--- config.mk ---
export PLATFORM = sky130hd
export DESIGN_NAME = hsc_div
export DESIGN_NICKNAME = d
export VERILOG_FILES = /design/src/rtl/hsc_pkg.sv /design/src/rtl/hsc_div.sv
export SDC_FILE = /design/constraint.sdc
export NUM_CORES = 2
export LEC_CHECK = 0
export CORE_MARGIN = 4
export CORE_UTILIZATION = 65
export DETAILED_ROUTE_END_ITERATION = 6
export DONT_BUFFER_PORTS = 1
export HOLD_SLACK_MARGIN = 0.05
export PLACE_DENSITY = 0.87
export RECOVER_POWER = 100
export SYNTH_ARGS = -nofsm -noshare
export SYNTH_HDL_FRONTEND = slang
export SYNTH_SLANG_ARGS = --single-unit
--- constraint.sdc ---
create_clock -name clock -period 4.2 [get_ports clock]
set_input_delay 0 -clock clock [delete_from_list [all_inputs] [get_ports clock]]
set_output_delay 0 -clock clock [all_outputs]
set_load 0.005 [all_outputs]
--- src/rtl/hsc_pkg.sv ---
// ----------------------------------------------------------------------------
// hsc_pkg
// Shared widths, codes and types of the horizontal segment closeness block.
// ----------------------------------------------------------------------------
`default_nettype none

package hsc_pkg;

   localparam int COORD_W    = 32;
   localparam int DIFF_W     = 33;
   localparam int EPS_W      = 31;
   localparam int TOL_W      = 16;
   localparam int NUM_W      = 36;
   localparam int KIND_W     = 2;
   localparam int CODE_W     = 3;
   localparam int CSR_ADDR_W = 1;
   localparam int CSR_DATA_W = 31;

   localparam logic [KIND_W-1:0] KIND_NONE     = 2'd0;
   localparam logic [KIND_W-1:0] KIND_POINT    = 2'd1;
   localparam logic [KIND_W-1:0] KIND_INTERVAL = 2'd2;

   localparam logic [CODE_W-1:0] CODE_NONE     = 3'd0;
   localparam logic [CODE_W-1:0] CODE_FULL     = 3'd1;
   localparam logic [CODE_W-1:0] CODE_PT_START = 3'd2;
   localparam logic [CODE_W-1:0] CODE_PT_END   = 3'd3;
   localparam logic [CODE_W-1:0] CODE_PT_ROOT  = 3'd4;
   localparam logic [CODE_W-1:0] CODE_IV_START = 3'd5;
   localparam logic [CODE_W-1:0] CODE_IV_END   = 3'd6;
   localparam logic [CODE_W-1:0] CODE_IV_MID   = 3'd7;

   localparam logic [CSR_ADDR_W-1:0] CSR_EPS = 1'd0;
   localparam logic [CSR_ADDR_W-1:0] CSR_TOL = 1'd1;

   typedef struct packed {
      logic             zero;
      logic             one;
      logic [NUM_W-1:0] num;
      logic [NUM_W-1:0] den;
   } lane_type;

endpackage

`default_nettype wire

--- src/rtl/hsc_div.sv ---
// ----------------------------------------------------------------------------
// hsc_div
// Pipelined restoring divider: one quotient bit of num/den per stage.
// ----------------------------------------------------------------------------
`default_nettype none

module hsc_div #(
   parameter int PORTION_FRAC_BITS = 16
) (
   input  wire logic                     clock,
   input  wire logic                     enable,
   input  wire hsc_pkg::lane_type        lane,
   output logic [PORTION_FRAC_BITS:0]    raw,
   output logic                          zero,
   output logic                          one
);
   import hsc_pkg::*;

   localparam int STEPS = PORTION_FRAC_BITS + 1;

   logic [NUM_W-1:0]             rem_ff [STEPS];
   logic [NUM_W-1:0]             den_ff [STEPS];
   logic [PORTION_FRAC_BITS:0]   quo_ff [STEPS];
   logic                         zero_ff [STEPS];
   logic                         one_ff [STEPS];

   for (genvar i = 0; i < STEPS; i++) begin : g_step
      logic [NUM_W-1:0]           rem_prev, den_prev, rem_sh;
      logic [PORTION_FRAC_BITS:0] quo_prev;
      logic                       zero_prev, one_prev, take;
      if (i == 0) begin : g_first
         assign rem_prev = lane.num;
         assign den_prev = lane.den;
         assign quo_prev = '0;
         assign zero_prev = lane.zero;
         assign one_prev = lane.one;
      end else begin : g_next
         assign rem_prev = rem_ff[i-1];
         assign den_prev = den_ff[i-1];
         assign quo_prev = quo_ff[i-1];
         assign zero_prev = zero_ff[i-1];
         assign one_prev = one_ff[i-1];
      end
      assign rem_sh = {rem_prev[NUM_W-2:0], 1'b0};
      assign take = rem_sh >= den_prev;
      always_ff @(posedge clock) begin
         if (enable) begin
            rem_ff[i] <= take ? rem_sh - den_prev : rem_sh;
            den_ff[i] <= den_prev;
            quo_ff[i] <= {quo_prev[PORTION_FRAC_BITS-1:0], take};
            zero_ff[i] <= zero_prev;
            one_ff[i] <= one_prev;
         end
      end
   end

   assign raw = quo_ff[STEPS-1];
   assign zero = zero_ff[STEPS-1];
   assign one = one_ff[STEPS-1];

endmodule

`default_nettype wire

==> flow_summary_export.csv <==
group,metric,value,unit
outcome,run_status,"complete, but fails checks",
outcome,violations,"max-capacitance violations, max-slew violations",
worst_setup_path,cp-start-kind,"flip-flop",
worst_setup_path,r2r_end,"rem_ff[0][361]",
finish,nNetsFinal,8042,
worst_setup_path,rrSetupSlack,90,ps
grt,grt_pass1_vias,57400,
cts,cts_buffers,145,
grt,met3_usage,3.36,%
placed_design,io_buffers,0,
power_and_ir_drop,cellPowerDensity,739,nW/um2
cts,clk_pin_slew,60,ps
worst_setup_path,r2r_start,"rem_ff[0][324]",
placed_design,dp_hpwl,130,mm
grt,grt_util_met1,26.1,%
finish,layout_commonest_cell,"edfxtp_1",
sta,slew_headroom,-133,%
sta,fin_crit,4110,ps
floorplan,die_area,126000,um2
synth,synthTopCellsByArea,"edfxtp_1, ha_1, mux2_2",
power_and_ir_drop,p_seq_share,32.7,%
synth,ys_ff_latch,1323,
finish,synthToLayoutAreaGrowth,11.3,%
cts,clockRootBuffer,"clkbuf_16",
synth,synth_nets,7776,
sta,slew_violations,531,
synth,syn_inst,7073,
finish,antenna_cells,0,
sta,worst_pin_slew,3500,ps
sta,finClkSkew,20.9,ps
routing,drtAntennaViolNets,0,
power_and_ir_drop,p_sw_share,38.3,%
synth,async_flop_share,0,%
power_and_ir_drop,net-switching-power,24.6,mW
grt,top_usage_layer,"met2",
worst_setup_path,critPathArrivalTime,4640,ps
floorplan,core-area,120000,um2
sta,finalHoldViolations,0,
routing,drt-vias-per-instance,6.12,
sta,setup_tns,0,ps
routing,routedWlPerCell,20.2,um
routing,drt_first_pass_iters,6,
worst_setup_path,worstPathCellList,"fa_1 -> a21oi_1 -> o211ai_1 -> a211oi_2 -> nor3_1 -> or3_1 -> a31oi_4 -> a211oi_1 -> a2111oi_4 -> buf_12 -> mux2_2",
worst_setup_path,r2r_cells,11,
synth,seq_area_frac_synth,50.8,%
sta,setup_viol,0,
synth,netlist_area,78200,um2
floorplan,chipWidth,355,um
synth,synth.distinct_cells,93,
synth,avgSynthCellArea,11.1,um2
worst_setup_path,cp_num_buf_inv,1,
floorplan,boundaryPins,95,
run,cap_violations,6,
cts,tritoncts,"yes",
worst_setup_path,crit_start,"rem_ff[0][324]",
sta,fmax,243,MHz
grt,grt.met2_usage,57.0,%
grt,antenna_found_initial,0,
worst_setup_path,cp_top_family,"compound AO/OA/AOI/OAI gates",
worst_hold_path,min_path_type,"in -> reg",
cts,h-tree-depth,4,
worst_setup_path,required,4730,ps
synth,synth_top_flop_cell,"edfxtp_1",
power_and_ir_drop,p_clk_share,19.3,%
placed_design,gp_congestion,0.990,
sta,post-route-period-util,97.9,%
finish,drive_gt1_share,8.79,%
worst_setup_path,cp.depth,11,
grt,grt_max_degree,285,
routing,dr_total_vias,55500,
routing,first_iter_violations,3912,
floorplan,die_h,355,um
routing,route.detailed.drc,0,
finish,final_cell_mix,"edfxtp_1, inv_1, ha_1",
worst_setup_path,critPathKind,"reg -> reg",
routing,wl,183,mm
cts,insertion_delay,780,ps
worst_setup_path,crit_slowest_cell,"or3_1",
sta,layout_setup_ws,86.5,ps
power_and_ir_drop,max-vdd-ir-drop,0.508,mV
worst_setup_path,crit_path_max_incr_delay,500,ps
worst_setup_path,cp_max_fo,36,
worst_setup_path,cp-end-kind,"flip-flop",
cts,clk_path_buf_depth,3,
power_and_ir_drop,pwr-share-comb,48.0,%
synth,ys_warn_count,0,
synth,synth_edf_count,1323,
placed_design,place_ws,-1120,ps
power_and_ir_drop,p_leak,36.5,nW
grt,grt_pass1_wl,287,mm
floorplan,num_rows,127,
grt,overflow,0,
worst_setup_path,critPathCapture,"rem_ff[0][361]",
synth,synth.top_cell.area_share,50.8,%
cts,cts_sinks,1323,
power_and_ir_drop,p_int,39.6,mW
floorplan,initial_utilization,65.4,%
grt,grt.total_usage,28.4,%
finish,fillerInstances,7773,
synth,yosysTopAreaCell,"edfxtp_1",
## sequential cells by signal, indices dropped and copies added (netlist names)
name     flops
den_ff     576
rem_ff     560
quo_ff     153
one_ff      17
zero_ff     17
## timing repair
action,in CTS,in global routing
endpoints found under the setup margin,284,286
cloned,1,3
resized for setup,0,16
pin swaps,0,2
buffers inserted,0,2
hold buffers,148,7
endpoints found under the hold margin,318,106
## per-stage QoR
| stage | area (um2) | utilization [%] | total power, mW | std cells | hold WS, ps |
|---|---|---|---|---|---|
| finish | 87000 | 72.7 | 64.3 | 9066 | 324 |
| global route | 87000 | 72.7 | 68.3 | 9066 | 334 |
| CTS | 87000 | 72.7 | 64.0 | 9053 | -729 |
| detailed placement | 80800 | 67.5 | 51.1 | 8642 | 99.0 |
| global placement | 80800 | 67.5 | 50.1 | 8642 | 98.9 |
| floorplan | 78200 | - | 42.9 | 7073 | 98.9 |
## worst min path at each step
stage | endpoint | from | cells after the start | slack (ps)
finish | rem_ff[0][26] | lane[61] | 4 | 320
global route | rem_ff[0][7] | lane[42] | 4 | 330
CTS | den_ff[0][29] | enable | 0 | -730
detailed placement | zero_ff[0][0] | lane[73] | 0 | 100
global placement | zero_ff[0][0] | lane[73] | 0 | 100
floorplan | den_ff[0][0] | lane[0] | 0 | 100
## metal layers
metal,share of wire [%],routed length (um)
met5,0,0
met4,8.2,15000
met3,3.4,6310
met2,55,101000
met1,33,60500
## cell usage after synthesis (61+ instances only)
cell and count:
nor2b_1 66, clkbuf_1 130, xnor2_1 285, xor2_1 177, a21o_1 316, inv_1 773, a21oi_1 514, o21ai_0 491
o21a_1 65, and3_1 61, nand2b_1 63, edfxtp_1 1323, ha_1 611, nor2_1 287, nor3_1 90, mux2_2 265
o21bai_1 103, nand3_1 132, a31oi_1 66, nand4_1 89, nand2_1 527
## power by group through the flow
stage | sequential [mW] | combinational, mW | clock, mW
6_report | 21.0 | 30.9 | 12.4
5_1_grt | 21.3 | 33.8 | 13.2
4_1_cts | 20.9 | 30.5 | 12.6
3_5_place_dp | 21.2 | 29.9 | 0
3_3_place_gp | 21.0 | 29.1 | 0
2_1_floorplan | 20.5 | 22.4 | 0
## worst register-to-register path: stages, from the launching register on
cell       delay, ps
edfxtp_1         470
fa_1             490
a21oi_1          310
o211ai_1         210
a211oi_2         330
nor3_1           150
or3_1            500
a31oi_4          240
a211oi_1         170
a2111oi_4        320
buf_12           240
mux2_2           430
## cell families after synthesis
kind of cell	Yosys count	share of synthesized area, %
compound gates	1956	16.0
xor+xnor	462	5.17
fa+ha+maj	627	10.2
buf+inv	942	4.66
flops	1323	50.8
mux	297	4.25
simple gates	1466	8.90
## layout make-up
cell class | instances | area [um2] | area share, %
inverters | 775 | 2910 | 3.34
clock inverters | 90 | 906 | 1.04
repair buffers | 286 | 2800 | 3.22
clock buffers | 172 | 3730 | 4.29
flip-flops and latches | 1323 | 39700 | 45.6
well taps | 1612 | 2020 | 2.32
multi-input cells | 4808 | 34900 | 40.2
No activity file was read; power rests on OpenSTA's default activity.
