==> src/rtl/hsc_pkg.sv <==
// ----------------------------------------------------------------------------
// hsc_pkg
// Shared widths, codes and types of the horizontal segment closeness block.
// ----------------------------------------------------------------------------
`default_nettype none

package hsc_pkg;

   localparam int COORD_W    = 32;
   localparam int DIFF_W     = 33;
   localparam int EPS_W      = 31;
   localparam int TOL_W      = 16;
   localparam int NUM_W      = 36;
   localparam int KIND_W     = 2;
   localparam int CODE_W     = 3;
   localparam int CSR_ADDR_W = 1;
   localparam int CSR_DATA_W = 31;

   localparam logic [KIND_W-1:0] KIND_NONE     = 2'd0;
   localparam logic [KIND_W-1:0] KIND_POINT    = 2'd1;
   localparam logic [KIND_W-1:0] KIND_INTERVAL = 2'd2;

   localparam logic [CODE_W-1:0] CODE_NONE     = 3'd0;
   localparam logic [CODE_W-1:0] CODE_FULL     = 3'd1;
   localparam logic [CODE_W-1:0] CODE_PT_START = 3'd2;
   localparam logic [CODE_W-1:0] CODE_PT_END   = 3'd3;
   localparam logic [CODE_W-1:0] CODE_PT_ROOT  = 3'd4;
   localparam logic [CODE_W-1:0] CODE_IV_START = 3'd5;
   localparam logic [CODE_W-1:0] CODE_IV_END   = 3'd6;
   localparam logic [CODE_W-1:0] CODE_IV_MID   = 3'd7;

   localparam logic [CSR_ADDR_W-1:0] CSR_EPS = 1'd0;
   localparam logic [CSR_ADDR_W-1:0] CSR_TOL = 1'd1;

   typedef struct packed {
      logic             zero;
      logic             one;
      logic [NUM_W-1:0] num;
      logic [NUM_W-1:0] den;
   } lane_type;

endpackage

`default_nettype wire

==> src/rtl/hsc_front.sv <==
// ----------------------------------------------------------------------------
// hsc_front
// Three register stages: differences, case classification with root
// numerators, and root range selection with saturation flags.
// ----------------------------------------------------------------------------
`default_nettype none

module hsc_front (
   input  wire logic                         clock,
   input  wire logic                         reset,
   input  wire logic                         enable,
   input  wire logic                         in_valid,
   input  wire logic [hsc_pkg::COORD_W-1:0]  first_start_x,
   input  wire logic [hsc_pkg::COORD_W-1:0]  first_end_x,
   input  wire logic [hsc_pkg::COORD_W-1:0]  second_start_x,
   input  wire logic [hsc_pkg::COORD_W-1:0]  second_end_x,
   input  wire logic [hsc_pkg::EPS_W-1:0]    eps,
   input  wire logic [hsc_pkg::TOL_W-1:0]    tol,
   output logic                              out_valid,
   output logic [hsc_pkg::CODE_W-1:0]        out_code,
   output hsc_pkg::lane_type                 out_lane1,
   output hsc_pkg::lane_type                 out_lane2
);
   import hsc_pkg::*;

   logic                     v1_ff, v2_ff, v3_ff;
   logic signed [DIFF_W-1:0] d0_ff, d1_ff;
   logic signed [DIFF_W-1:0] d0_in, d1_in;

   logic signed [DIFF_W:0]   d0x, d1x, m0x, m1x;
   logic [DIFF_W-1:0]        m0, m1;
   logic                     eq0, eq1, near0, near1, same_sign, tol_mode;
   logic signed [NUM_W-1:0]  d0s, d1s, eps_s, den_t, n1_t, n2_t;
   logic signed [NUM_W-1:0]  den_in, n1_in, n2_in;
   logic [CODE_W-1:0]        code_in;
   logic signed [NUM_W-1:0]  den_ff, n1_ff, n2_ff;
   logic [CODE_W-1:0]        code2_ff, code3_ff;

   logic                     in1, in2;
   logic signed [NUM_W-1:0]  a1, a2;
   lane_type                 lane1_in, lane2_in, lane1_ff, lane2_ff;

   assign d0_in = $signed({first_start_x[COORD_W-1], first_start_x})
                - $signed({second_start_x[COORD_W-1], second_start_x});
   assign d1_in = $signed({first_end_x[COORD_W-1], first_end_x})
                - $signed({second_end_x[COORD_W-1], second_end_x});

   always_comb begin
      d0x = $signed({d0_ff[DIFF_W-1], d0_ff});
      d1x = $signed({d1_ff[DIFF_W-1], d1_ff});
      m0x = (d0x < 0) ? -d0x : d0x;
      m1x = (d1x < 0) ? -d1x : d1x;
      m0 = m0x[DIFF_W-1:0];
      m1 = m1x[DIFF_W-1:0];
      tol_mode = {16'd0, eps} > {16'd0, tol, 15'd0} >> 15;
      eq0 = m0 <= {17'd0, tol};
      eq1 = m1 <= {17'd0, tol};
      near0 = m0 <= {2'd0, eps};
      near1 = m1 <= {2'd0, eps};
      same_sign = (d0_ff > 0 && d1_ff > 0) || (d0_ff < 0 && d1_ff < 0);
      d0s = $signed({{(NUM_W-DIFF_W){d0_ff[DIFF_W-1]}}, d0_ff});
      d1s = $signed({{(NUM_W-DIFF_W){d1_ff[DIFF_W-1]}}, d1_ff});
      eps_s = $signed({{(NUM_W-EPS_W){1'b0}}, eps});
      den_t = d1s - d0s;
      n1_t = eps_s - d0s;
      n2_t = -eps_s - d0s;
      if (tol_mode) begin
         if (den_t < 0) begin
            den_in = -den_t;
            n1_in = -n1_t;
            n2_in = -n2_t;
         end else begin
            den_in = den_t;
            n1_in = n1_t;
            n2_in = n2_t;
         end
         priority if (near0 && near1) code_in = CODE_FULL;
         else if (same_sign && !near0 && !near1) code_in = CODE_NONE;
         else if (near0) code_in = CODE_IV_START;
         else if (near1) code_in = CODE_IV_END;
         else code_in = CODE_IV_MID;
      end else begin
         n1_in = $signed({{(NUM_W-DIFF_W){1'b0}}, m0});
         n2_in = n1_in;
         den_in = n1_in + $signed({{(NUM_W-DIFF_W){1'b0}}, m1});
         priority if (eq0 && eq1) code_in = CODE_FULL;
         else if (eq0) code_in = CODE_PT_START;
         else if (eq1) code_in = CODE_PT_END;
         else if (same_sign) code_in = CODE_NONE;
         else code_in = CODE_PT_ROOT;
      end
   end

   always_comb begin
      in1 = n1_ff >= 0 && n1_ff <= den_ff;
      in2 = n2_ff >= 0 && n2_ff <= den_ff;
      a1 = n1_ff;
      a2 = n2_ff;
      if (!in1) a1 = n2_ff;
      else if (!in2) a2 = n1_ff;
      lane1_in.zero = den_ff <= 0 || a1 <= 0;
      lane1_in.one = a1 >= den_ff;
      lane1_in.num = a1;
      lane1_in.den = den_ff;
      lane2_in.zero = den_ff <= 0 || a2 <= 0;
      lane2_in.one = a2 >= den_ff;
      lane2_in.num = a2;
      lane2_in.den = den_ff;
   end

   always_ff @(posedge clock) begin
      if (reset) begin
         v1_ff <= 1'b0;
         v2_ff <= 1'b0;
         v3_ff <= 1'b0;
      end else if (enable) begin
         v1_ff <= in_valid;
         v2_ff <= v1_ff;
         v3_ff <= v2_ff;
      end
   end

   always_ff @(posedge clock) begin
      if (enable) begin
         d0_ff <= d0_in;
         d1_ff <= d1_in;
         den_ff <= den_in;
         n1_ff <= n1_in;
         n2_ff <= n2_in;
         code2_ff <= code_in;
         code3_ff <= code2_ff;
         lane1_ff <= lane1_in;
         lane2_ff <= lane2_in;
      end
   end

   assign out_valid = v3_ff;
   assign out_code = code3_ff;
   assign out_lane1 = lane1_ff;
   assign out_lane2 = lane2_ff;

endmodule

`default_nettype wire

==> config.mk <==
export PLATFORM = sky130hd
export DESIGN_NAME = hsc_front
export DESIGN_NICKNAME = d
export VERILOG_FILES = /design/src/rtl/hsc_pkg.sv /design/src/rtl/hsc_front.sv
export SDC_FILE = /design/constraint.sdc
export NUM_CORES = 1
export LEC_CHECK = 0
export BUFFER_PORTS_ARGS = -buffer_cell sky130_fd_sc_hd__buf_2
export CORE_ASPECT_RATIO = 1.25
export CORE_MARGIN = 4
export CORE_UTILIZATION = 38
export CTS_CLUSTER_SIZE = 24
export DETAILED_ROUTE_END_ITERATION = 8
export REMOVE_ABC_BUFFERS = 1
export SLEW_MARGIN = 10
export SYNTH_ARGS = -nofsm -noshare
export SYNTH_HDL_FRONTEND = slang
export SYNTH_SLANG_ARGS = --single-unit
==> constraint.sdc <==
create_clock -name clock -period 12.5 [get_ports clock]
set_input_delay 0 -clock clock [delete_from_list [all_inputs] [get_ports clock]]
set_output_delay 0 -clock clock [all_outputs]
set_load 0.005 [all_outputs]
==> impl_results.md <==
- # nets final: between 4k and 5k
- Slowest stage cell, crit path: nor4_1
- Crit path launch type: flop
- Synth Area per Inst: approximately 8.9 um2
- HPWL Detailed: 93.75 mm
- Clk sinks: 294
- CTS Buf Count: 34
- Worst slew pin tran: ~1200 ps
- Most used cell, CP: a21o_1
- Initial Util: 0.3825
- Ys Warns: 0
- I/O Buffers: 330
- Yosys cell types: 107
- Seq. cell area: about 0.0088 mm2
- Fillcell total: approximately 8.3k
- Worst Setup End Kind: flop
- Final slew viol count: 0
- Max capacitance violation total: 0
- Initial DRC count: around 1.8k
- Clock buffer depth: 3
- Ports: 331
- # rows: around 120
- Via density: roughly 5.7
- Die height: ~330 um
- Post-synthesis register bit count: 294
- Synthesized instance count: roughly 3.6k
- Max incr delay on CP: between 500 and 600 ps
- LEAKAGE: 16.21 nW
- Critical path peak fanout: 31
- CP arrival: ~6800 ps
- Total die area: approximately 0.09 mm2
- Vias in the first global route: 28.37k
- GRT overflow: 0
- Async set-or-reset flop fraction in the synthesized netlist: 0
- Unrepaired setup endpoints after global routing: false
- Total Neg Setup Slack: 0 ps
- Largest net degree at the start of global routing: 94
- Top delay family on crit path: compound AO/OA/AOI/OAI gates
- Floorplan core area: around 0.084 mm2
- Final Power: around 7.5 mW
- Skew final: 28.26 ps
- CTS H-tree depth: 2
- First-pass GRT wire length: between 150 and 200 mm
- Die Span X: around 270 um
- Layout area overhead: 14.04%
- Initial antenna violation count: 14
- GPL Wtd Cong: about 0.95
- Seq/Total Area, Yosys: 0.2730
- Clock root cell: clkbuf_16
- Wire length per cell: around 22 um
- VDD IR max: 0.09284 mV
- Drc violations: 0
- Drt total wl: around 110 mm
- FMAX: around 150 MHz
- Share of cells above drive strength 1: 0.1362
- Max-slew headroom: 0.2286
- Fin. Hold Viols: 0
- Pwr/cell area: 204.2 mW/mm2
- Status: finished, final reports clean
- Period utilization: 0.5192
- CTS tree: built
- EDFF count, synth: between 200 and 300
- Worst-Skew Late Latency: 570 ps
- Via count: 28.77k
- Register clock-pin slew on the reported worst setup and hold paths: about 60 ps
- Prevailing post-synth register cell: edfxtp_1
- Mapped Area: 0.03223 mm2
- Tmin final: about 6500 ps
- Routed Antenna Nets: 0
- CP Class: flop to flop
- Hold Path Class: input pin to flop
- Area occupied by multi-input gates: between 0.02 and 0.025 mm2
- Critical path buffer and inverter count: 2
- DRT Pass-1 Iters: 5
- Final setup vio count: 0
- GRT Overall Usage: 0.2430
- CP required: ~13,000 ps
[synthesized netlist by cell type, drive strengths merged (29+ instances only)]
library cell	instances	area share
a211oi	33	0.0082
a21o	158	0.037
a21oi	311	0.048
a31oi	40	0.0082
buf	49	0.010
clkbuf	67	0.0078
edfxtp	291	0.27
ha	487	0.19
inv	292	0.034
mux2	75	0.026
nand2	204	0.024
nand2b	41	0.0080
nand3	69	0.011
nand4	81	0.016
nor2	226	0.027
nor2b	50	0.0097
nor3	90	0.014
nor4	57	0.012
o211ai	29	0.0068
o21a	53	0.012
o21ai	200	0.031
o31ai	37	0.0089
or3	34	0.0068
xnor2	199	0.054
xor2	86	0.024
[worst paths after layout]
path / startpoint / end / slack, ps / cells past startpoint
worst max register to register: den_ff[26] / out_lane2[72] / 6010 / 25
worst min-delay path: first_end_x[8] / d1_ff[8] / 30 / 4
worst max-delay path: den_ff[26] / out_lane2[72] / 6010 / 25
worst min register to register: code2_ff[1] / out_code[1] / 420 / 0
[registers in the layout, indices dropped and copies added, names as in the netlist]
register,flops
v1_ff,1
out_lane2,74
out_valid,1
code2_ff,3
n2_ff,35
d0_ff,33
out_lane1,38
den_ff,36
out_code,3
v2_ff,1
n1_ff,36
d1_ff,33
[routing by layer]
metal,vias up,global-route usage,part of all wire
li1,14170,-,-
met1,13460,0.2882,0.40
met2,883,0.4320,0.49
met3,243,0.02752,0.051
met4,4,0.1223,0.060
met5,-,0,0.00020
[layout by cell type (no fill, tap or decap), drive strengths merged, types with 29 or more instances in the layout]
master and n:
xor2 86, dlygate4sd3 85, o211ai 29, nand2b 41, o21ai 200, o21a 53, ha 487, nor4 57
a31oi 40, nand3 69, buf 345, a21o 158, nand2 204, clkbuf 41, a211oi 33, nor2b 50
a21oi 311, o31ai 37, edfxtp 291, inv 293, mux2 75, nand4 81, or3 34, xnor2 199
nor2 226, nor3 90
[tightest hold or removal path, stage by stage]
cell and delay, ps:
buf_2 80, ha_1 150, nor3_1 70, nor2_1 140
[through the flow]
step                      hold slack, ps  utilization  instance area (um2)  std cells  setup slack (ps)
final                              34.00       0.4362                36760       5082              6010
after global routing               38.95       0.4361                36750       5077              5558
after CTS                          1.181       0.4361                36750       5077              5945
after detailed placement           196.3       0.4131                34810       4931              6002
after global placement             197.0       0.4131                34810       4931              6024
after floorplan                    72.38            -                31650       3497              6344
[area by class of cell]
cell class,instances,area share
Inverter,293,0.02992
Timing Repair Buffer,430,0.07141
Multi-Input combinational cell,2910,0.5924
Tap cell,1089,0.03707
Clock inverter,20,0.004527
Sequential cell,294,0.2393
Clock buffer,41,0.02498
Antenna cell,5,0.0003404
[kinds of logic after synthesis]
kind of cell | after synthesis | share of synthesized area
AO/OA/AOI/OAI | 1040 | 0.2107
AND/OR/NAND/NOR | 1004 | 0.1639
adder cells (fa/ha/maj) | 493 | 0.1928
buffers and inverters | 409 | 0.05229
flip-flops | 294 | 0.2730
XOR/XNOR | 285 | 0.07767
multiplexers | 86 | 0.02962
other | 1 | 0.0001163
[timing repair]
action                                  in CTS  in global routing
hold buffers                                85                  0
resized for setup                            0                  0
setup buffers                                0                  0
endpoints found under the hold margin       68                  0
endpoints found under the setup margin       0                  0
[power by group]
group	internal (mW)	switching (mW)	total, mW
Combinational	1.87	2.74	4.61
Clock	0.551	0.431	0.981
Sequential	1.58	0.333	1.92
Total	4.01	3.50	7.51
Note: power is estimated with default switching activity, not from simulation.
