==> src/rtl/hsc_pkg.sv <==
// ----------------------------------------------------------------------------
// hsc_pkg
// Shared widths, codes and types of the horizontal segment closeness block.
// ----------------------------------------------------------------------------
`default_nettype none

package hsc_pkg;

   localparam int COORD_W    = 32;
   localparam int DIFF_W     = 33;
   localparam int EPS_W      = 31;
   localparam int TOL_W      = 16;
   localparam int NUM_W      = 36;
   localparam int KIND_W     = 2;
   localparam int CODE_W     = 3;
   localparam int CSR_ADDR_W = 1;
   localparam int CSR_DATA_W = 31;

   localparam logic [KIND_W-1:0] KIND_NONE     = 2'd0;
   localparam logic [KIND_W-1:0] KIND_POINT    = 2'd1;
   localparam logic [KIND_W-1:0] KIND_INTERVAL = 2'd2;

   localparam logic [CODE_W-1:0] CODE_NONE     = 3'd0;
   localparam logic [CODE_W-1:0] CODE_FULL     = 3'd1;
   localparam logic [CODE_W-1:0] CODE_PT_START = 3'd2;
   localparam logic [CODE_W-1:0] CODE_PT_END   = 3'd3;
   localparam logic [CODE_W-1:0] CODE_PT_ROOT  = 3'd4;
   localparam logic [CODE_W-1:0] CODE_IV_START = 3'd5;
   localparam logic [CODE_W-1:0] CODE_IV_END   = 3'd6;
   localparam logic [CODE_W-1:0] CODE_IV_MID   = 3'd7;

   localparam logic [CSR_ADDR_W-1:0] CSR_EPS = 1'd0;
   localparam logic [CSR_ADDR_W-1:0] CSR_TOL = 1'd1;

   typedef struct packed {
      logic             zero;
      logic             one;
      logic [NUM_W-1:0] num;
      logic [NUM_W-1:0] den;
   } lane_type;

endpackage

`default_nettype wire

==> src/rtl/hsc_back.sv <==
// ----------------------------------------------------------------------------
// hsc_back
// Rounds both roots, orders them and forms the result in the output register.
// ----------------------------------------------------------------------------
`default_nettype none

module hsc_back #(
   parameter int PORTION_FRAC_BITS = 16
) (
   input  wire logic                          clock,
   input  wire logic                          reset,
   input  wire logic                          enable,
   input  wire logic                          in_valid,
   input  wire logic [hsc_pkg::CODE_W-1:0]    code,
   input  wire logic [PORTION_FRAC_BITS:0]    raw1,
   input  wire logic                          zero1,
   input  wire logic                          one1,
   input  wire logic [PORTION_FRAC_BITS:0]    raw2,
   input  wire logic                          zero2,
   input  wire logic                          one2,
   output logic                               out_valid,
   output logic [hsc_pkg::KIND_W-1:0]         close_kind,
   output logic [PORTION_FRAC_BITS:0]         first_from,
   output logic [PORTION_FRAC_BITS:0]         first_to,
   output logic [PORTION_FRAC_BITS:0]         second_from,
   output logic [PORTION_FRAC_BITS:0]         second_to
);
   import hsc_pkg::*;

   localparam int PW = PORTION_FRAC_BITS + 1;
   localparam logic [PW-1:0] ONE = {1'b1, {PORTION_FRAC_BITS{1'b0}}};

   logic [PW:0]       t1, t2;
   logic [PW-1:0]     y1, y2, lo, hi, from_in, to_in;
   logic [KIND_W-1:0] kind_in;
   logic              valid_ff;
   logic [KIND_W-1:0] kind_ff;
   logic [PW-1:0]     from_ff, to_ff;

   always_comb begin
      t1 = {1'b0, raw1} + (PW+1)'(1);
      t2 = {1'b0, raw2} + (PW+1)'(1);
      y1 = zero1 ? '0 : (one1 ? ONE : t1[PW:1]);
      y2 = zero2 ? '0 : (one2 ? ONE : t2[PW:1]);
      hi = (y1 > y2) ? y1 : y2;
      lo = (y1 > y2) ? y2 : y1;
      unique case (code)
         CODE_NONE: begin
            kind_in = KIND_NONE;
            from_in = '0;
            to_in = '0;
         end
         CODE_FULL: begin
            kind_in = KIND_INTERVAL;
            from_in = '0;
            to_in = ONE;
         end
         CODE_PT_START: begin
            kind_in = KIND_POINT;
            from_in = '0;
            to_in = '0;
         end
         CODE_PT_END: begin
            kind_in = KIND_POINT;
            from_in = ONE;
            to_in = ONE;
         end
         CODE_PT_ROOT: begin
            kind_in = KIND_POINT;
            from_in = y1;
            to_in = y1;
         end
         CODE_IV_START: begin
            kind_in = KIND_INTERVAL;
            from_in = '0;
            to_in = hi;
         end
         CODE_IV_END: begin
            kind_in = KIND_INTERVAL;
            from_in = lo;
            to_in = ONE;
         end
         default: begin
            kind_in = KIND_INTERVAL;
            from_in = lo;
            to_in = hi;
         end
      endcase
   end

   always_ff @(posedge clock) begin
      if (reset) begin
         valid_ff <= 1'b0;
      end else if (enable) begin
         valid_ff <= in_valid;
      end
   end

   always_ff @(posedge clock) begin
      if (enable) begin
         kind_ff <= kind_in;
         from_ff <= from_in;
         to_ff <= to_in;
      end
   end

   assign out_valid = valid_ff;
   assign close_kind = kind_ff;
   assign first_from = from_ff;
   assign first_to = to_ff;
   assign second_from = from_ff;
   assign second_to = to_ff;

endmodule

`default_nettype wire

==> config.mk <==
export PLATFORM = sky130hd
export DESIGN_NAME = hsc_back
export DESIGN_NICKNAME = d
export VERILOG_FILES = /design/src/rtl/hsc_pkg.sv /design/src/rtl/hsc_back.sv
export SDC_FILE = /design/constraint.sdc
export NUM_CORES = 1
export LEC_CHECK = 0
export ABC_AREA = 1
export BUFFER_PORTS_ARGS = -buffer_cell sky130_fd_sc_hd__buf_2
export CORE_ASPECT_RATIO = 1.25
export CORE_UTILIZATION = 37
export CTS_CLUSTER_DIAMETER = 100
export DETAILED_ROUTE_END_ITERATION = 7
export PLACE_DENSITY_LB_ADDON = 0.3
export SLEW_MARGIN = 10
export SYNTH_ARGS = -nofsm -noshare
export SYNTH_HDL_FRONTEND = slang
export SYNTH_SLANG_ARGS = --single-unit
==> constraint.sdc <==
create_clock -name clock -period 2.2 [get_ports clock]
set_input_delay 0.11 -clock clock [delete_from_list [all_inputs] [get_ports clock]]
set_output_delay 0.11 -clock clock [all_outputs]
set_load 0.02 [all_outputs]
==> results by group, run 1 <==
Layout
  – Reg area: between 1000 and 1500 um^2
  – ANT cells: 0
  – Fin util: 0.645
  – Commonest non-fill, non-tap cells in the layout: nand2_1, buf_4, buf_2
  – Multi-input logic area: 2620 um^2
  – Fillers: 834
  – Nets: 858
  – Most common cell after layout, fill and taps aside: nand2_1
  – P&R area growth vs syn: 66.0%
  – Share of layout cells above drive strength 1: 0.507

Floorplan
  – Core area: ~10000 um^2
  – Rows: 40
  – Die Y-Extent: 115 um
  – Starting density of the core: 0.388
  – Die X: a little over 90 um
  – Top-Level Pins: 116
  – Die Area: 10,700 um^2

Route
  – First drt pass iteration count: 7
  – Post-route ant nets: 0
  – DR vias: 4,592
  – Vias per cell: about 5.0
  – DRC: 0
  – Routed wire length: between 10,000 and 15,000 um
  – Iteration-0 DRC count of the detailed router: ~280
  – Routed WL per cell: 13.5 um

STA
  – Crit path time final: 2.53 ns
  – Final worst setup slack: -0.332 ns
  – Max-slew headroom: 0.482
  – Final setup vio count: 34
  – Final worst path period share: 1.15
  – Final Hold Fails: 0
  – Worst clock skew: 0 ns
  – RSZ-0062 raised after global routing: true
  – Fin. max-slew vios: 0
  – Setup TNS: -9.30 ns
  – Worst Tran Pin Value: 0.777 ns
  – Fmax: 0.395 GHz

Global routing
  – Routing usage on met3: 0.0238
  – M2 GR Usage: 0.426
  – First-pass GRT wire length: 19,400 um
  – Largest net degree at the start of global routing: 38
  – GRT Max-Usage Layer: met2
  – Met1 GRT Util: 0.247
  – GR Overflow Total: 0
  – Total global-route track usage: 0.227
  – Initial antenna violation count: 0
  – Vias in the first global route: 4,372

Clocking
  – Cts bufs inserted: 5
  – CTS Buffer Depth: 2
  – CTS Root Cell: clkbuf_16
  – Clock sinks: 37
  – CTS tree: done
  – H-Tree Depth: 2
  – Clock Pin Slew Worst Setup and Hold Paths: 0.05 ns
  – Worst-Skew Late Latency: between 0.2 and 0.3 ns

Worst setup path
  – R2R setup slack: 1.62 ns
  – CP Class: in -> reg
  – Setup crit start kind: input port
  – Worst Path Max Fanout: 5
  – Crit. End Element: register
  – WP data required: 2.23 ns
  – Reg2Reg Depth: 2
  – Worst r2r src: out_valid
  – CP arrival: approximately 2.6 ns
  – Reg-to-Reg End: out_valid
  – Worst Setup SP: raw1[1]

Yosys
  – Synth warn: 0
  – Mean Syn Cell Area: 6.72 um^2
  – Largest family of logic cells by synthesized area: simple AND/OR/NAND/NOR gates
  – Cell area after synthesis: about 3800 um^2
  – Synth Area in Compound Gates: 0.0545
  – Xor/xnor share of the synthesized area: 0
  – Post-Synth Adder-Cell Area: 0.0627
  – Sequential share of the synthesized area: 0.290
  – Syn_nets: around 630
  – Post-Synthesis Cells: ~560
  – Synthesized flop and latch total: 37
  – Distinct cells, synth: 36
  – Mux cell area share after synthesis: 0.00264
  – Post-synthesis simple-gate area fraction: 0.431

Run status
  – Status: complete, but fails checks
  – Failing checks: setup timing

Pwr
  – VDD IR max: between 200 and 300 uV
  – Pwr/cell area: 482 nW/um^2
  – Leakage: 3.27 nW

Worst hold path
  – Hold path depth: 3
  – Hold Path Class: in -> reg
  – Hold_sp: in_valid
  – Hold endpoint: out_valid

Place
  – GP Congestion: 0.919
  – Port bufs: 115
  – DP HPWL: 9110 um

Flow run
  – Max-cap violations: 0
power by group:
group,total [W],internal [W],switching (W)
clock,0.000681,0.000414,0.000267
sequential,0.000877,0.000853,0.0000241
combinational,0.00147,0.000666,0.000809
total,0.00303,0.00193,0.00110
flip-flops by register name (all words and copies together) (netlist names):
name,flops
close_kind,2
first_from,17
first_to,17
out_valid,1
layer usage:
| layer | vias to the layer above | wire (um) |
|---|---|---|
| met1 | 2093 | 4900 |
| met5 | - | 0 |
| met4 | 0 | 454 |
| met2 | 186 | 6580 |
| li1 | 2275 | - |
| met3 | 38 | 536 |
worst max-delay path by stage:
stage | end | slack [ns]
2_1_floorplan | first_to[4] | -0.07
3_3_place_gp | first_to[2] | -0.52
3_5_place_dp | first_to[4] | -0.59
4_1_cts | first_to[14] | -0.19
5_1_grt | first_from[3] | -0.46
6_report | first_to[11] | -0.33
kinds of logic (layout without fill, tap and decap cells):
group / Yosys count / count (layout)
AND/OR/NAND/NOR: 356 / 356
multiplexers: 1 / 1
AO/OA/AOI/OAI: 35 / 35
flip-flops: 37 / 37
adder cells (fa/ha/maj): 19 / 19
buffers and inverters: 116 / 347
metrics by stage:
stage                     cell area [um^2]  total power (W)  hold slack, ns  setup WS, ns  cells
after detailed placement              5250          0.00197           0.271        -0.593    878
after global placement                5250          0.00195           0.267        -0.519    878
final                                 6290          0.00303          0.0695        -0.332    921
after floorplan                       3940          0.00162           0.182       -0.0702    564
after CTS                             5960          0.00290          0.0734        -0.187    910
after global routing                  6290          0.00317          0.0945        -0.463    921
synthesized netlist by cell type, drive strengths merged:
cell    instances  area, um^2
o211ai          1        7.51
or2             1        6.26
o21ai          13        65.1
nand3b          3        22.5
nor2           50         235
clkinv          3        12.5
mux2i           1        10.0
nand2         183         709
and3            1        6.26
inv            66         248
nand3         104         533
a21boi          1        7.51
edfxtp         36        1080
nand4           8        80.1
o21bai          8        60.1
dfxtp           1        20.0
ha             19         238
a21o            1        7.51
clkbuf          1        3.75
a21oi          11        58.8
buf            46         339
nor3            6        40.0
final cells by class:
class | count | area share
timing repair buffer | 270 | 0.318
tap | 126 | 0.0250
multi-input combinational | 411 | 0.416
clock buffer | 5 | 0.0199
sequential | 37 | 0.175
clock inverter | 3 | 0.00278
inverter | 69 | 0.0427
critical path, stage by stage:
cell and delay [ns]:
buf_8 0.08, ha_4 0.14, nand2_4 0.06, nor2_4 0.16, nand2_4 0.09, nor2_4 0.20, nand3_2 0.12, nand3_4 0.11
inv_4 0.04, ha_4 0.26, nand2_4 0.05, nor2_4 0.13, nand2_2 0.09, clkinv_4 0.08, nand4_4 0.08, nand3_4 0.13
buf_12 0.13, buf_12 0.11, buf_16 0.12, nand3_2 0.08, nand3_2 0.08, nand2_1 0.08
repair_timing:
action / in CTS / in global routing
pin swaps: 61 / 57
setup buffers: 19 / 11
gates cloned: 4 / 1
hold buffers: 1 / 0
endpoints found under the hold margin: 1 / 0
setup endpoints to repair: 34 / 34
gates resized for setup: 65 / 55
(Power assumes the default switching activity.)
==> run 2, diff against run 1 <==
Settings changed: REMOVE_ABC_BUFFERS set to 1.
Clock period 2.2 ns to 3.1 ns, I/O delays scaled along.
==> results by group, run 2 (synthesis gave the netlist of run 1 again) <==
Worst setup path
  – Setup crit start kind: input port
  – CP arrival: 2.68 ns
  – Worst r2r src: out_valid
  – End of the critical path: first_from[5]
  – R2R setup slack: 2.49 ns
  – Crit. End Element: register
  – Reg2Reg Depth: 2
  – Reg-to-Reg End: out_valid
  – Worst Path Max Fanout: 32
  – Worst Setup SP: raw1[0]
  – CP Class: in -> reg
  – WP data required: ~3.1 ns

Route
  – Vias per cell: 5.03
  – First drt pass iteration count: 8
  – Routed WL per cell: 13.8 um
  – Iteration-0 DRC count of the detailed router: 252
  – Routed wire length: 10,700 um
  – DR vias: between 3,000 and 4,000
  – Post-route ant nets: 0
  – DRC: 0

STA
  – Fmax: 0.374 GHz
  – RSZ-0062 raised after global routing: false
  – Final Hold Fails: 0
  – Crit path time final: 2.67 ns
  – Worst Tran Pin Value: 0.882 ns
  – Setup TNS: 0 ns
  – Final worst path period share: 0.862
  – Fin. max-slew vios: 0
  – Final setup vio count: 0
  – Max-slew headroom: 0.412
  – Worst clock skew: 0 ns
  – Hold Slack: between 0.03 and 0.04 ns

Layout
  – Nets: 712
  – Commonest non-fill, non-tap cells in the layout: nand2_1, buf_2, nand3_1
  – P&R area growth vs syn: 15.9%
  – ANT cells: 0
  – Most common cell after layout, fill and taps aside: nand2_1
  – Share of layout cells above drive strength 1: 0.243

Clocking
  – Post-CTS sizing: 0
  – Setup Buffers After CTS: 0
  – Clock sinks: 37
  – Hold_buf cts: 0
  – Clock Pin Slew Worst Setup and Hold Paths: 0.05 ns
  – CTS Root Cell: clkbuf_16
  – CTS tree: done
  – H-Tree Depth: 2
  – Worst-Skew Late Latency: 0.28 ns
  – Cts bufs inserted: 5
  – CTS Buffer Depth: 2

Global routing
  – Total global-route track usage: 0.201
  – Largest net degree at the start of global routing: 38
  – Vias in the first global route: ~3,500
  – GR Overflow Total: 0
  – Initial antenna violation count: 1
  – First-pass GRT wire length: 16,700 um

Flow run
  – Max-cap violations: 0

Floorplan
  – Die Area: between 10,000 and 15,000 um^2
  – Top-Level Pins: around 120
  – Die X: 92.5 um
  – Core area: 9760 um^2
  – Starting density of the core: 0.388
  – Die Y-Extent: approximately 120 um
  – Rows: 40

Pwr
  – VDD IR max: 160 uV
  – Leakage: 2.36 nW
  – Overall Power: 0.00177 W
  – Pwr/cell area: between 400 and 500 nW/um^2

Place
  – GP Congestion: approximately 0.91
  – DP HPWL: 8510 um
  – Port bufs: approximately 120

Worst hold path
  – Hold Path Class: in -> reg

Run status
  – Status: finished, final reports clean
[run 2: cell count changes in the layout (fill, tap and decap cells not counted), sizes merged]
cell	before	now
clkinv	5	3
clkinvlp	1	0
clkbuf	6	8
buf	268	124
dlygate4sd3	1	0
[run 2: how the worst min path moves through the flow]
stage / start / to / slack [ns] / cells after the start
after floorplan: reset / out_valid / 0.23 / 1
after global placement: reset / out_valid / 0.31 / 2
after detailed placement: reset / out_valid / 0.33 / 2
after CTS: reset / out_valid / 0.03 / 2
after global routing: reset / out_valid / 0.05 / 2
final: reset / out_valid / 0.04 / 2
[run 2: where the power goes]
group	total (W)	switching, W	internal (W)
Combinational	0.000640	0.000437	0.000203
Sequential	0.000624	0.0000180	0.000606
Clock	0.000509	0.000188	0.000321
[run 2: layout make-up]
| class | count | area, um^2 |
|---|---|---|
| Clock buffer | 8 | 146 |
| Fill cell | 1036 | 5360 |
| Inverter | 69 | 260 |
| Multi-Input combinational cell | 411 | 2090 |
| Sequential cell | 37 | 1100 |
| Tap cell | 126 | 158 |
| Timing Repair Buffer | 124 | 643 |
[run 2: critical path, cell delays in order]
cell,delay [ns]
buf_2,0.10
ha_1,0.17
nand2_1,0.08
nor2_2,0.16
nand2_2,0.11
nor2_4,0.14
nand3_1,0.08
nand3_1,0.13
inv_1,0.08
ha_1,0.31
nand2_2,0.09
inv_1,0.04
nand2_1,0.05
nand2_1,0.08
a21oi_2,0.19
nand3_4,0.11
nand2_4,0.29
nand2_1,0.09
nand3_1,0.08
nand2_1,0.12
[run 2: per-stage QoR]
step / instance area [um^2] / utilization / setup slack (ns) / std cells
2_1_floorplan: 3450 / - / 0.445 / 517
5_1_grt: 4400 / 0.450 / 0.178 / 775
4_1_cts: 4400 / 0.450 / 0.427 / 775
3_3_place_gp: 4250 / 0.435 / 0.228 / 767
6_report: 4400 / 0.450 / 0.428 / 775
3_5_place_dp: 4250 / 0.435 / 0.134 / 767
[run 2: routing by layer]
layer,share of wire,vias up,GRT usage,wire (um)
met5,0,-,0,0
met4,0.024,0,0.0813,261
met3,0.074,25,0.0351,788
met2,0.49,173,0.354,5300
met1,0.41,1723,0.242,4370
li1,-,1980,-,-
